<file path="src/sv/bog_pkg.sv">
// Shared types, widths and helpers of the broadcast offset generator.
// No dependencies; every other file imports this package.
package bog_pkg;

  localparam int unsigned IdxW    = 32;
  localparam int unsigned ExtW    = 16;
  localparam int unsigned OffW    = 48;
  localparam int unsigned ShapeW  = 64;
  localparam int unsigned SizeW   = 32;
  localparam int unsigned EbW     = 4;
  localparam int unsigned DimsW   = 3;
  localparam int unsigned CfgIdxW = 3;
  localparam int unsigned CfgW    = 64;
  localparam int unsigned HalfW   = OffW / 2;
  localparam int unsigned DefMaxDims = 4;

  // Register indexes of the configuration port.
  typedef enum logic [CfgIdxW-1:0] {
    CfgBatchDims   = 3'd0,
    CfgFirstShape  = 3'd1,
    CfgSecondShape = 3'd2,
    CfgFirstInner  = 3'd3,
    CfgSecondInner = 3'd4,
    CfgElemBytes   = 3'd5
  } bog_cfg_idx_e;

  // Data handed from cell to cell along the chain.
  typedef struct packed {
    logic [IdxW-1:0] quo;
    logic [ExtW-1:0] rem;
    logic [OffW-1:0] row_a;
    logic [OffW-1:0] row_b;
    logic [OffW-1:0] wgt_a;
    logic [OffW-1:0] wgt_b;
  } bog_pkt_t;

  // Extent of one dimension from a packed shape word.
  function automatic logic [ExtW-1:0] extent_of(logic [ShapeW-1:0] packed_shape,
                                                logic [1:0] dim);
    extent_of = packed_shape[dim*ExtW +: ExtW];
  endfunction

endpackage

</file>
<file path="src/sv/bog_div_cell.sv">
// One restoring-division step: produces one quotient bit of the index digit.
// Depends on bog_pkg.
module bog_div_cell (
  input  logic                     clk_i,
  input  logic                     rst_ni,
  input  logic                     en_i,
  input  logic                     active_i,
  input  logic [bog_pkg::ExtW-1:0] ec_i,
  input  logic                     valid_i,
  input  bog_pkg::bog_pkt_t        pkt_i,
  output logic                     valid_o,
  output bog_pkg::bog_pkt_t        pkt_o
);
  import bog_pkg::*;

  logic [ExtW:0]  trial;
  logic           take;
  bog_pkt_t       pkt_d;
  logic           valid_q;
  bog_pkt_t       pkt_q;

  // Shift the next dividend bit into the partial remainder and try a subtract.
  always_comb begin
    trial = {pkt_i.rem, pkt_i.quo[IdxW-1]};
    take  = (trial >= {1'b0, ec_i});
    pkt_d = pkt_i;
    if (active_i) begin
      pkt_d.quo = {pkt_i.quo[IdxW-2:0], take};
      pkt_d.rem = take ? ExtW'(trial - {1'b0, ec_i}) : trial[ExtW-1:0];
    end
  end

  always_ff @(posedge clk_i or negedge rst_ni) begin
    if (!rst_ni) begin
      valid_q <= 1'b0;
    end else if (en_i) begin
      valid_q <= valid_i;
    end
  end

  always_ff @(posedge clk_i) begin
    if (en_i) begin
      pkt_q <= pkt_d;
    end
  end

  assign valid_o = valid_q;
  assign pkt_o   = pkt_q;

endmodule

</file>
<file path="config.mk">
export PLATFORM = sky130hd
export DESIGN_NAME = bog_div_cell
export DESIGN_NICKNAME = d
export VERILOG_FILES = /design/src/sv/bog_pkg.sv /design/src/sv/bog_div_cell.sv
export SDC_FILE = /design/constraint.sdc
export NUM_CORES = 1
export LEC_CHECK = 0
export BUFFER_PORTS_ARGS = -buffer_cell sky130_fd_sc_hd__buf_2
export CORE_AREA = 2 2 193 195
export DETAILED_ROUTE_END_ITERATION = 10
export DIE_AREA = 0 0 195 197
export SYNTH_ARGS = -nofsm -noshare
export SYNTH_HDL_FRONTEND = slang
export SYNTH_SLANG_ARGS = --single-unit
</file>
<file path="constraint.sdc">
create_clock -name clk_i -period 0.82 [get_ports clk_i]
set_input_delay 0.041 -clock clk_i [delete_from_list [all_inputs] [get_ports clk_i]]
set_output_delay 0.041 -clock clk_i [all_outputs]
set_load 0.02 [all_outputs]
</file>
Word level (Yosys, flattened, before mapping)
Index checks and enable logic that the tools add are counted.

Add/subtract/negate cells: 1. Magnitude comparators: 1. Mux-type cells: 2.

Operators with widths (count): $mux 48 (1); $ge 17x16->1 (1); $mux 16 (1); $sub 16x16->16 (1).

Register bits: 241. Input port bits: 261. Output and inout bits: 241. Word-level logic and storage cells: 11.

Logic depth before layout (Yosys ltp)
Gate-level depths: netlist of run 1.

Depth in word-level cells: 3. Depth in mapped cells: 11. Depth with buffers taken out: 10.

Worst setup path after synthesis of run 1
Ideal clock, no wire load.

Path kind: in2reg. From: input port ec_i[4] in the netlist's numbering. To: register pkt_q (netlist bit pkt_o[202]), data pin. Library setup time: 0.270 ns. Data arrival time: 1.795 ns. Required time: 0.550 ns. Path slack: -1.245 ns. Stages: 10. Path buffers: 1. Path through: inv_1 -> ha_1 -> a21o_1 -> nand2b_1 -> o2111ai_1 -> and2_4 -> o311a_4 -> buf_2 -> mux2i_1 -> a21oi_1.

RTL lines: from (decl) (RTL line bog_div_cell.sv:8) `input logic [bog_pkg::ExtW-1:0] ec_i,`; to (signal assigned) (RTL line bog_div_cell.sv:43) `pkt_q <= pkt_d;`; to (decl) (RTL line bog_div_cell.sv:20) `bog_pkt_t pkt_q;`.

==> metrics.yaml, run 1 <==
grt_pass1_vias: 8405
hold_ws_ns: -0.0549
critical_path.max_fanout: 6
wirelength_um: 37400
dr.pass1.iters: 5
cpPeakStageDelay_ns: 0.38
synth_fa_ha_area_share_pct: 2.50
startpoint_type: "input pin"
clockRootBuffer: "clkbuf_16"
fmax_mhz: 663
grt_max_degree: 24
synthesis.nets: 744
die_x_um: 195
fin_worst_skew_ns: 0
rsz0062_at_grt: "yes"
fillers: 3015
synth_cells: 466
worstPathCellList: "buf_2 > inv_1 > ha_4 > nand4_1 > nor2_2 > a31oi_1 > or2_2 > o311a_4 > or3_1 > a31oi_1"
clock_sinks: 241
crit_path_frequent_cell: "a31oi_1"
die_area_mm2: 0.0384
fp.dieH_um: 197
violations: "negative hold slack, negative setup slack"
cp_slowest_cell: "or3_1"
syn-cell-area_mm2: 0.00882
seq_area_mm2: 0.00723
yosysUniqueCellTypes: 42
nets: 1612
htreeDepth: 1
grt_overflow: 0
critical_path_required_ns: 1.21
io_buffers: 501
drt_iter0_markers: 335
ys_seq_area_share_pct: 82.0
synth_top_flop_cell: "edfxtp_1"
synth_xor_area_share_pct: 1.09
yosysWarnings: 0
multi_input_area_mm2: 0.00165
relSlewSlack_pct: 69.8
cts_made_buffers: 26
clock_latency_ns: 0.54
crit_arrival_ns: 1.90
drive_above_1_share_pct: 52.4
maxSlewViolCount: 0
routabilityCongestion: 0.815
tns_ns: -83.63
syn_to_final_growth_pct: 103
worstMarginPinSlew_ns: 0.452
critical-path-top-delay-family: "simple AND/OR/NAND/NOR gates"
fin_ws_ns: -0.688
start_util_pct: 24.3
worst-setup-path-type: "in2reg"
period_needed_ns: 1.51
hold_viol: 1
p_per_area_mw_per_mm2: 1960
syn_avg_cell_area_um2: 18.9
track_usage_pct: 17.6
path_clk_slew_ns: 0.06
vias: 7840
synth-edff-count: 240
vias_per_cell: 4.30
num_rows: 70
tritoncts: "yes"
grt_pass1_wl_um: 51100
irDropWorstVdd_v: 0.00120
yosys-top-cells-area: "edfxtp_1 82%, mux2_2 4.0%, ha_1 2.3%"
ant_nets: 0
leakagePower_nw: 7.59
cp-end-kind: "flop"
dp_hpwl_um: 23900
synth_top_area_share_pct: 81.7
drc: 0
ys_ff_latch: 241
synth_compound_area_share_pct: 4.31
synth.largest_area_cell: "edfxtp_1"
critical_path_buf_inv_count: 2
status: "finished, violations left"
boundaryPins: 502
finalCritPeriodShare_pct: 184
core_area_mm2: 0.0363
synth_top_family_by_area: "multiplexers"
yosys.area_share.simple_pct: 3.43
synth_mux_area_share_pct: 5.10
final_cells: 1824
setup_viol: 259
grt_antenna_before_repair: 2
max_cap_viol_count: 0
wl_per_cell_um: 20.5
clock_path_buffers: 3
placed_cells: 1513
min_path_type: "in2reg"
ys_async_sr_fraction_pct: 0.415
## power by group
part | switching (W) | internal [W]
Sequential | 0.000545 | 0.0148
Combinational | 0.00352 | 0.00405
Clock | 0.00518 | 0.00698
Total | 0.00925 | 0.0258
## final timing paths
check / startpoint / to / slack, ns / depth (start not counted)
max: ec_i[6] / pkt_o[205] / -0.69 / 10
min: active_i / pkt_o[231] / -0.05 / 2
max reg2reg: valid_o / valid_o / -0.01 / 1
min reg2reg: valid_o / valid_o / 0.59 / 1
max in group asynchronous: rst_ni / valid_o / 0.35 / 3
min in group asynchronous: rst_ni / valid_o / 0.35 / 3
## kinds of logic (layout without fill, tap and decap cells)
kind of cell | count (synthesis) | after routing
DFF | 241 | 241
adders and majority gates | 17 | 17
AOI/OAI and AO/OA | 60 | 60
xor gates and xnor gates | 11 | 11
and+or+nand+nor | 63 | 63
muxes | 41 | 41
buffers and inverters | 33 | 921
other | 0 | 2
## cells in the mapped netlist (2+ instances only)
| master | n |
|---|---|
| buf_2 | 2 |
| or3_1 | 2 |
| nand4_1 | 5 |
| nor3_1 | 4 |
| nor2_1 | 23 |
| o21a_1 | 3 |
| nand2_1 | 13 |
| xnor2_1 | 6 |
| a31oi_1 | 6 |
| nor2b_1 | 3 |
| mux2i_1 | 10 |
| clkbuf_1 | 8 |
| o2111ai_1 | 3 |
| xor2_1 | 5 |
| nand2b_1 | 5 |
| or2_1 | 2 |
| a21o_1 | 4 |
| inv_1 | 19 |
| edfxtp_1 | 240 |
| o211ai_1 | 2 |
| ha_1 | 16 |
| buf_1 | 2 |
| mux2_2 | 31 |
| o21ai_0 | 9 |
| a21oi_1 | 26 |
## placed cells by master (no fill, tap or decap), types with 5 or more instances in the layout
master / count
a21oi_1: 20
a21oi_2: 5
a31oi_1: 6
buf_12: 14
buf_2: 268
buf_4: 81
buf_6: 231
clkbuf_16: 27
clkinv_2: 5
clkinvlp_4: 6
dlygate4sd3_1: 250
dlymetal6s4s_1: 6
edfxtp_1: 240
ha_1: 7
ha_4: 6
inv_1: 14
mux2_2: 31
mux2i_1: 9
nand2_1: 13
nand4_1: 5
nor2_1: 22
o21ai_0: 7
xnor2_1: 6
xor2_1: 5
## state kept, by name, indices dropped and copies added (netlist names)
register	cells
pkt_o	240
valid_o	1
## layer usage
| metal | track usage (%) | wire [um] |
|---|---|---|
| met1 | 20.9 | 14100 |
| met2 | 29.5 | 18400 |
| met3 | 4.35 | 2780 |
| met4 | 9.47 | 2150 |
| met5 | 0 | 0 |
## final cells by class
type / instances / area share, %
multi-input cells: 192 / 9.23
clock inverters: 20 / 1.09
flip-flops and latches: 241 / 40.4
repair buffers: 854 / 41.7
well taps: 468 / 3.27
inverters: 19 / 0.454
clock buffers: 28 / 3.80
diodes: 2 / 0.0280
## metrics by stage
step,area (um2),worst slack [ns],power (W),utilization [%],hold WS (ns)
6_report,17900,-0.688,0.0350,49.4,-0.0549
5_1_grt,17900,-0.777,0.0363,49.4,-0.0526
4_1_cts,17300,-0.698,0.0346,47.8,-0.0355
3_5_place_dp,12800,-1.45,0.0205,35.3,-0.184
3_3_place_gp,12800,-1.40,0.0204,35.3,-0.184
2_1_floorplan,8950,-1.11,0.0176,-,-0.255
## what timing repair did
action | CTS | global route
hold buffers | 255 | 3
buffers inserted | 4 | 2
setup endpoints to repair | 258 | 355
hold endpoints to repair | 255 | 8
pin swaps | 17 | 15
resized for setup | 326 | 174
(Power assumes the default switching activity.)
==> inputs of run 2 (changes only) <==
--- a/config.mk
+++ b/config.mk
@@ -7,6 +7,7 @@
 export LEC_CHECK = 0
 export BUFFER_PORTS_ARGS = -buffer_cell sky130_fd_sc_hd__buf_2
 export CORE_AREA = 2 2 193 195
+export CTS_BUF_LIST = sky130_fd_sc_hd__clkbuf_8
 export DETAILED_ROUTE_END_ITERATION = 10
 export DIE_AREA = 0 0 195 197
 export SYNTH_ARGS = -nofsm -noshare
==> metrics.yaml, run 2 (synthesized netlist as in run 1, its figures left out) <==
period_needed_ns: 1.48  # was 1.51 ns
status: "finished, violations left"  # unchanged
cts_made_buffers: 43  # was 26
clock_latency_ns: 0.57  # was 0.54 ns
pwr-share-seq_pct: 45.1  # was 43.7%
layout_common_cells: "268 x buf_2, 245 x dlygate4sd3_1, 240 x edfxtp_1, 232 x buf_6, 81 x buf_4"  # was 268 x buf_2, 250 x dlygate4sd3_1, 240 x edfxtp_1, 231 x buf_6, 81 x buf_4
worst-setup-path-type: "in2reg"  # unchanged
start_util_pct: 24.3  # unchanged
cell_internal_pwr_w: 0.0248  # was 0.0258 W
crit_arrival_ns: 1.89  # was 1.90 ns
maxSlewViolCount: 0  # unchanged
grt_pass1_wl_um: 51200  # was 51100 um
violations: "negative setup slack"  # was negative hold slack, negative setup slack
p_clk_share_pct: 32.5  # was 34.7%
grt_max_degree: 24  # unchanged
ant_nets: 0  # unchanged
grt_antenna_before_repair: 5  # was 2
clock_path_buffers: 3  # unchanged
startpoint_type: "input pin"  # unchanged
drt_iter0_markers: 289  # was 335
clockRootBuffer: "clkbuf_8"  # was clkbuf_16
syn_to_final_growth_pct: 103  # about the same
boundaryPins: 502  # unchanged
tns_ns: -89.06  # was -83.63 ns
io_buffers: 501  # unchanged
setup_viol: 262  # was 259
hold_ws_ns: 0.0103  # was -0.0549 ns
ctsHoldBuffers: 249  # was 255
fin_worst_skew_ns: 0  # unchanged
mostFrequentLayoutCell: "buf_2"  # unchanged
drc: 0  # unchanged
fp.dieH_um: 197  # unchanged
core_area_mm2: 0.0363  # unchanged
drive_above_1_share_pct: 52.7  # was 52.4%
finalCritPeriodShare_pct: 180  # was 184%
swShare_pct: 27.0  # was 26.4%
grt_overflow: 0  # unchanged
routabilityCongestion: 0.815  # unchanged
max_cap_viol_count: 0  # unchanged
nets: 1626  # was 1612
fmax_mhz: 678  # was 663 MHz
leakagePower_nw: 7.63  # was 7.59 nW
path_clk_slew_ns: 0.06  # about the same
p_sw_w: 0.00916  # was 0.00925 W
track_usage_pct: 17.7  # was 17.6%
cp-end-kind: "flop"  # unchanged
dp_hpwl_um: 23900  # unchanged
min_path_type: "in2reg"  # unchanged
placed_cell_area_mm2: 0.0128  # unchanged
wl_per_cell_um: 19.8  # was 20.5 um
dr.pass1.iters: 7  # was 5
clock_sinks: 241  # unchanged
cpPeakStageDelay_ns: 0.39  # was 0.38 ns
critical_path.max_fanout: 6  # unchanged
worstMarginPinSlew_ns: 0.407  # was 0.452 ns
tritoncts: "yes"  # unchanged
worstPathCellList: "buf_8 > inv_8 > ha_4 > o211ai_1 > a21oi_4 > o2111ai_2 > and2_4 > o311a_4 > or3_1 > a31oi_1"  # was buf_2 > inv_1 > ha_4 > nand4_1 > nor2_2 > a31oi_1 > or2_2 > o311a_4 > or3_1 > a31oi_1
wirelength_um: 36700  # was 37400 um
die_area_mm2: 0.0384  # unchanged
grt_pass1_vias: 8559  # was 8405
p_per_area_mw_per_mm2: 1900  # was 1960 mW/mm2
final_area_mm2: 0.0179  # about the same
die_x_um: 195  # unchanged
htreeDepth: 2  # was 1
irDropWorstVdd_v: 0.00106  # was 0.00120 V
critical_path_required_ns: 1.23  # was 1.21 ns
relSlewSlack_pct: 72.8  # was 69.8%
pwr-share-comb_pct: 22.4  # was 21.6%
rsz0062_at_grt: "yes"  # unchanged
cp_slowest_cell: "or3_1"  # unchanged
num_rows: 70  # unchanged
hold_viol: 0  # was 1
vias_per_cell: 4.30  # about the same
fin_ws_ns: -0.655  # was -0.688 ns
largest_reg_flops: 240  # unchanged
postLayoutCoreUtil_pct: 49.3  # was 49.4%
vias: 7959  # was 7840
==> run 2: worst paths after layout <==
check                              to  cells past startpoint  slack [ns]    start
setup / recovery           pkt_o[205]                     10       -0.66  ec_i[4]
hold / removal             pkt_o[192]                      4        0.01  ec_i[0]
setup reg to reg              valid_o                      1           0  valid_o
hold reg to reg               valid_o                      1        0.58  valid_o
max in group asynchronous     valid_o                      3        0.40   rst_ni
min in group asynchronous     valid_o                      3        0.31   rst_ni
==> run 2: final cells by class <==
| class | count | area, um2 |
|---|---|---|
| Tap cell | 468 | 586 |
| Antenna cell | 5 | 12.5 |
| Timing Repair Buffer | 851 | 7500 |
| Clock inverter | 29 | 204 |
| Multi-Input combinational cell | 192 | 1670 |
| Clock buffer | 44 | 606 |
| Fill cell | 3006 | 18400 |
| Sequential cell | 241 | 7230 |
| Inverter | 19 | 81.3 |
==> run 2: per-layer routing <==
layer	track usage, %	routed length, um	vias up
li1	-	-	3579
met1	19.5	13500	3866
met2	30.1	18300	411
met3	5.95	2810	103
met4	9.78	1990	0
met5	0	0	-
==> run 2: what timing repair did <==
item	CTS	global route
pin swaps	20	17
setup endpoints to repair	258	346
endpoints found under the hold margin	432	1
setup buffers	5	2
resized for setup	332	174
cloned	0	3
==> run 2: power groups by stage <==
| stage | combinational (W) | clock (W) | sequential (W) |
|---|---|---|---|
| after floorplan | 0.00102 | 0 | 0.0166 |
| after global placement | 0.00516 | 0 | 0.0152 |
| after detailed placement | 0.00521 | 0 | 0.0153 |
| after CTS | 0.00704 | 0.0113 | 0.0152 |
| after global routing | 0.00797 | 0.0118 | 0.0154 |
| final | 0.00759 | 0.0110 | 0.0153 |
==> run 2: worst max-delay path: cells and delay by family <==
kind                       cells  cell delay (ns)
AOI/OAI and AO/OA              5             0.93
and+or+nand+nor                2             0.56
adders and majority gates      1             0.25
buffers and inverters          2             0.11
==> run 2: stage by stage <==
step | setup WS (ns) | std cells | total power [W]
2_1_floorplan | -1.11 | 466 | 0.0176
3_3_place_gp | -1.40 | 1513 | 0.0204
3_5_place_dp | -1.45 | 1513 | 0.0205
4_1_cts | -0.636 | 1840 | 0.0336
5_1_grt | -0.730 | 1849 | 0.0352
6_report | -0.655 | 1849 | 0.0339
==> inputs of run 3 (changes only) <==
--- a/config.mk
+++ b/config.mk
@@ -10,6 +10,7 @@
 export CTS_BUF_LIST = sky130_fd_sc_hd__clkbuf_8
 export DETAILED_ROUTE_END_ITERATION = 10
 export DIE_AREA = 0 0 195 197
+export PLACE_DENSITY_LB_ADDON = 0.25
 export SYNTH_ARGS = -nofsm -noshare
 export SYNTH_HDL_FRONTEND = slang
 export SYNTH_SLANG_ARGS = --single-unit
==> metrics.yaml, run 3 (synthesized netlist as in run 1, its figures left out) <==
seq_area_mm2: 0.00723  # unchanged
violations: "negative setup slack"  # unchanged
track_usage_pct: 17.5  # was 17.7%
routabilityCongestion: 0.830  # was 0.815
pre_cts_ws_ns: -1.43  # was -1.45 ns
fmax_mhz: 645  # was 678 MHz
htreeDepth: 2  # unchanged
dr.pass1.iters: 4  # was 7
worstPathCellList: "buf_8 > inv_8 > ha_4 > o211ai_1 > a21oi_4 > o2111ai_2 > and2_4 > o311a_4 > buf_8 > or2_1 > a31oi_1"  # was buf_8 > inv_8 > ha_4 > o211ai_1 > a21oi_4 > o2111ai_2 > and2_4 > o311a_4 > or3_1 > a31oi_1
drt_iter0_markers: 296  # was 289
max_cap_viol_count: 0  # unchanged
cp-end-kind: "flop"  # unchanged
leakagePower_nw: 7.60  # was 7.63 nW
p_total_w: 0.0332  # was 0.0339 W
ant_nets: 0  # unchanged
worstMarginPinSlew_ns: 0.519  # was 0.407 ns
critical_path_required_ns: 1.22  # was 1.23 ns
vias_per_cell: 4.19  # was 4.30
wl_per_cell_um: 19.3  # was 19.8 um
setup_viol: 277  # was 262
tritoncts: "yes"  # unchanged
clock_latency_ns: 0.56  # was 0.57 ns
fp.dieH_um: 197  # unchanged
clock_path_buffers: 3  # unchanged
fin_ws_ns: -0.729  # was -0.655 ns
cp_slowest_cell: "o311a_4"  # was or3_1
hold_ws_ns: 0.0219  # was 0.0103 ns
clockRootBuffer: "clkbuf_8"  # unchanged
grt_max_degree: 22  # was 24
path_clk_slew_ns: 0.07  # was 0.06 ns
die_area_mm2: 0.0384  # unchanged
relSlewSlack_pct: 65.4  # was 72.8%
irDropWorstVdd_v: 0.00139  # was 0.00106 V
startpoint_type: "input pin"  # unchanged
finalCritPeriodShare_pct: 189  # was 180%
cpPeakStageDelay_ns: 0.37  # was 0.39 ns
hold_viol: 0  # unchanged
critical_path_buf_inv_count: 3  # was 2
period_needed_ns: 1.55  # was 1.48 ns
start_util_pct: 24.3  # unchanged
mostFrequentLayoutCell: "buf_2"  # unchanged
tns_ns: -88.87  # was -89.06 ns
crit_arrival_ns: 1.95  # was 1.89 ns
p_per_area_mw_per_mm2: 1870  # was 1900 mW/mm2
syn_to_final_growth_pct: 101  # was 103%
maxSlewViolCount: 0  # unchanged
largest_reg_flops: 240  # unchanged
clock_sinks: 241  # unchanged
drive_above_1_share_pct: 52.7  # about the same
min_path_type: "in2reg"  # unchanged
grt_overflow: 0  # unchanged
nets: 1643  # was 1626
crit_path_frequent_cell: "buf_8"
grt_pass1_wl_um: 49900  # was 51200 um
io_buffers: 501  # unchanged
status: "finished, violations left"  # unchanged
cts_made_buffers: 41  # was 43
boundaryPins: 502  # unchanged
num_rows: 70  # unchanged
drc: 0  # unchanged
grt_antenna_before_repair: 3  # was 5
multi_input_area_mm2: 0.00166  # was 0.00167 mm2
fin_worst_skew_ns: 0  # unchanged
critical_path.max_fanout: 8  # was 6
wirelength_um: 36100  # was 36700 um
dp_hpwl_um: 24600  # was 23900 um
rsz0062_at_grt: "yes"  # unchanged
grt_pass1_vias: 8339  # was 8559
layout_common_cells: "296 x buf_2, 256 x dlygate4sd3_1, 240 x edfxtp_1, 203 x buf_6, 93 x buf_4"  # was 268 x buf_2, 245 x dlygate4sd3_1, 240 x edfxtp_1, 232 x buf_6, 81 x buf_4
critical-path-top-delay-family: "compound AO/OA/AOI/OAI gates"  # unchanged
worst-setup-path-type: "in2reg"  # unchanged
core_area_mm2: 0.0363  # unchanged
die_x_um: 195  # unchanged
vias: 7821  # was 7959
fillers: 3072  # was 3006
==> run 3: cell types whose count changed in the layout (fill, tap and decap cells not counted), moves of 7 or more <==
| cell | previous run | this run |
|---|---|---|
| clkinv_2 | 3 | 10 |
| buf_6 | 232 | 203 |
| buf_2 | 268 | 296 |
| buf_4 | 81 | 93 |
| dlygate4sd3_1 | 245 | 256 |
==> run 3: layout make-up <==
cell class | instances | area share, %
timing repair buffer | 870 | 41.7
sequential | 241 | 40.8
multi-input combinational | 192 | 9.37
tap | 468 | 3.30
clock buffer | 41 | 3.18
clock inverter | 33 | 1.15
inverter | 19 | 0.459
antenna | 2 | 0.0282
==> run 3: stage by stage <==
| stage | util (%) | cell area, um2 | instances |
|---|---|---|---|
| finish | 48.9 | 17700 | 1866 |
| detailed placement | 35.5 | 12900 | 1523 |
| global route | 48.9 | 17700 | 1866 |
| global placement | 35.5 | 12900 | 1523 |
| floorplan | - | 8950 | 466 |
| CTS | 47.7 | 17300 | 1866 |
==> run 3: repair_timing <==
action | in CTS | in global routing
endpoints found under the hold margin | 268 | 80
setup endpoints to repair | 258 | 368
pin swaps | 26 | 21
hold buffers | 264 | 2
resized for setup | 308 | 145
setup buffers | 5 | 1
==> run 3: worst register-to-register path, delay by kind of cell, from the launching register on <==
kind	cells	cell delay, ns
multiplexers	1	0.26
buffers and inverters	1	0.12
flip-flops	1	0.42
==> run 3: path summary, 6_finish.rpt <==
check                         from    endpoint  slack [ns]  cells after the start
min reg2reg                valid_o     valid_o        0.64                      2
min in group asynchronous   rst_ni     valid_o        0.33                      3
max in group asynchronous   rst_ni     valid_o        0.37                      3
min                           en_i  pkt_o[138]        0.02                      3
max reg2reg                valid_o     valid_o       -0.10                      2
max                        ec_i[4]  pkt_o[193]       -0.73                     11
==> run 3: per-layer routing <==
layer | GRT usage, % | vias up | part of all wire [%]
met5 | 0 | - | 0.030
met4 | 9.05 | 2 | 4.3
met3 | 6.37 | 78 | 8.2
met2 | 30.4 | 362 | 51
met1 | 18.8 | 3758 | 37
li1 | - | 3621 | -
==> run 3: where the power goes <==
part,leakage [nW],internal [W],total [W],switching (W)
Clock,0.423,0.00536,0.0104,0.00505
Sequential,2.36,0.0148,0.0152,0.000489
Combinational,4.82,0.00399,0.00750,0.00352
Total,7.60,0.0241,0.0332,0.00906
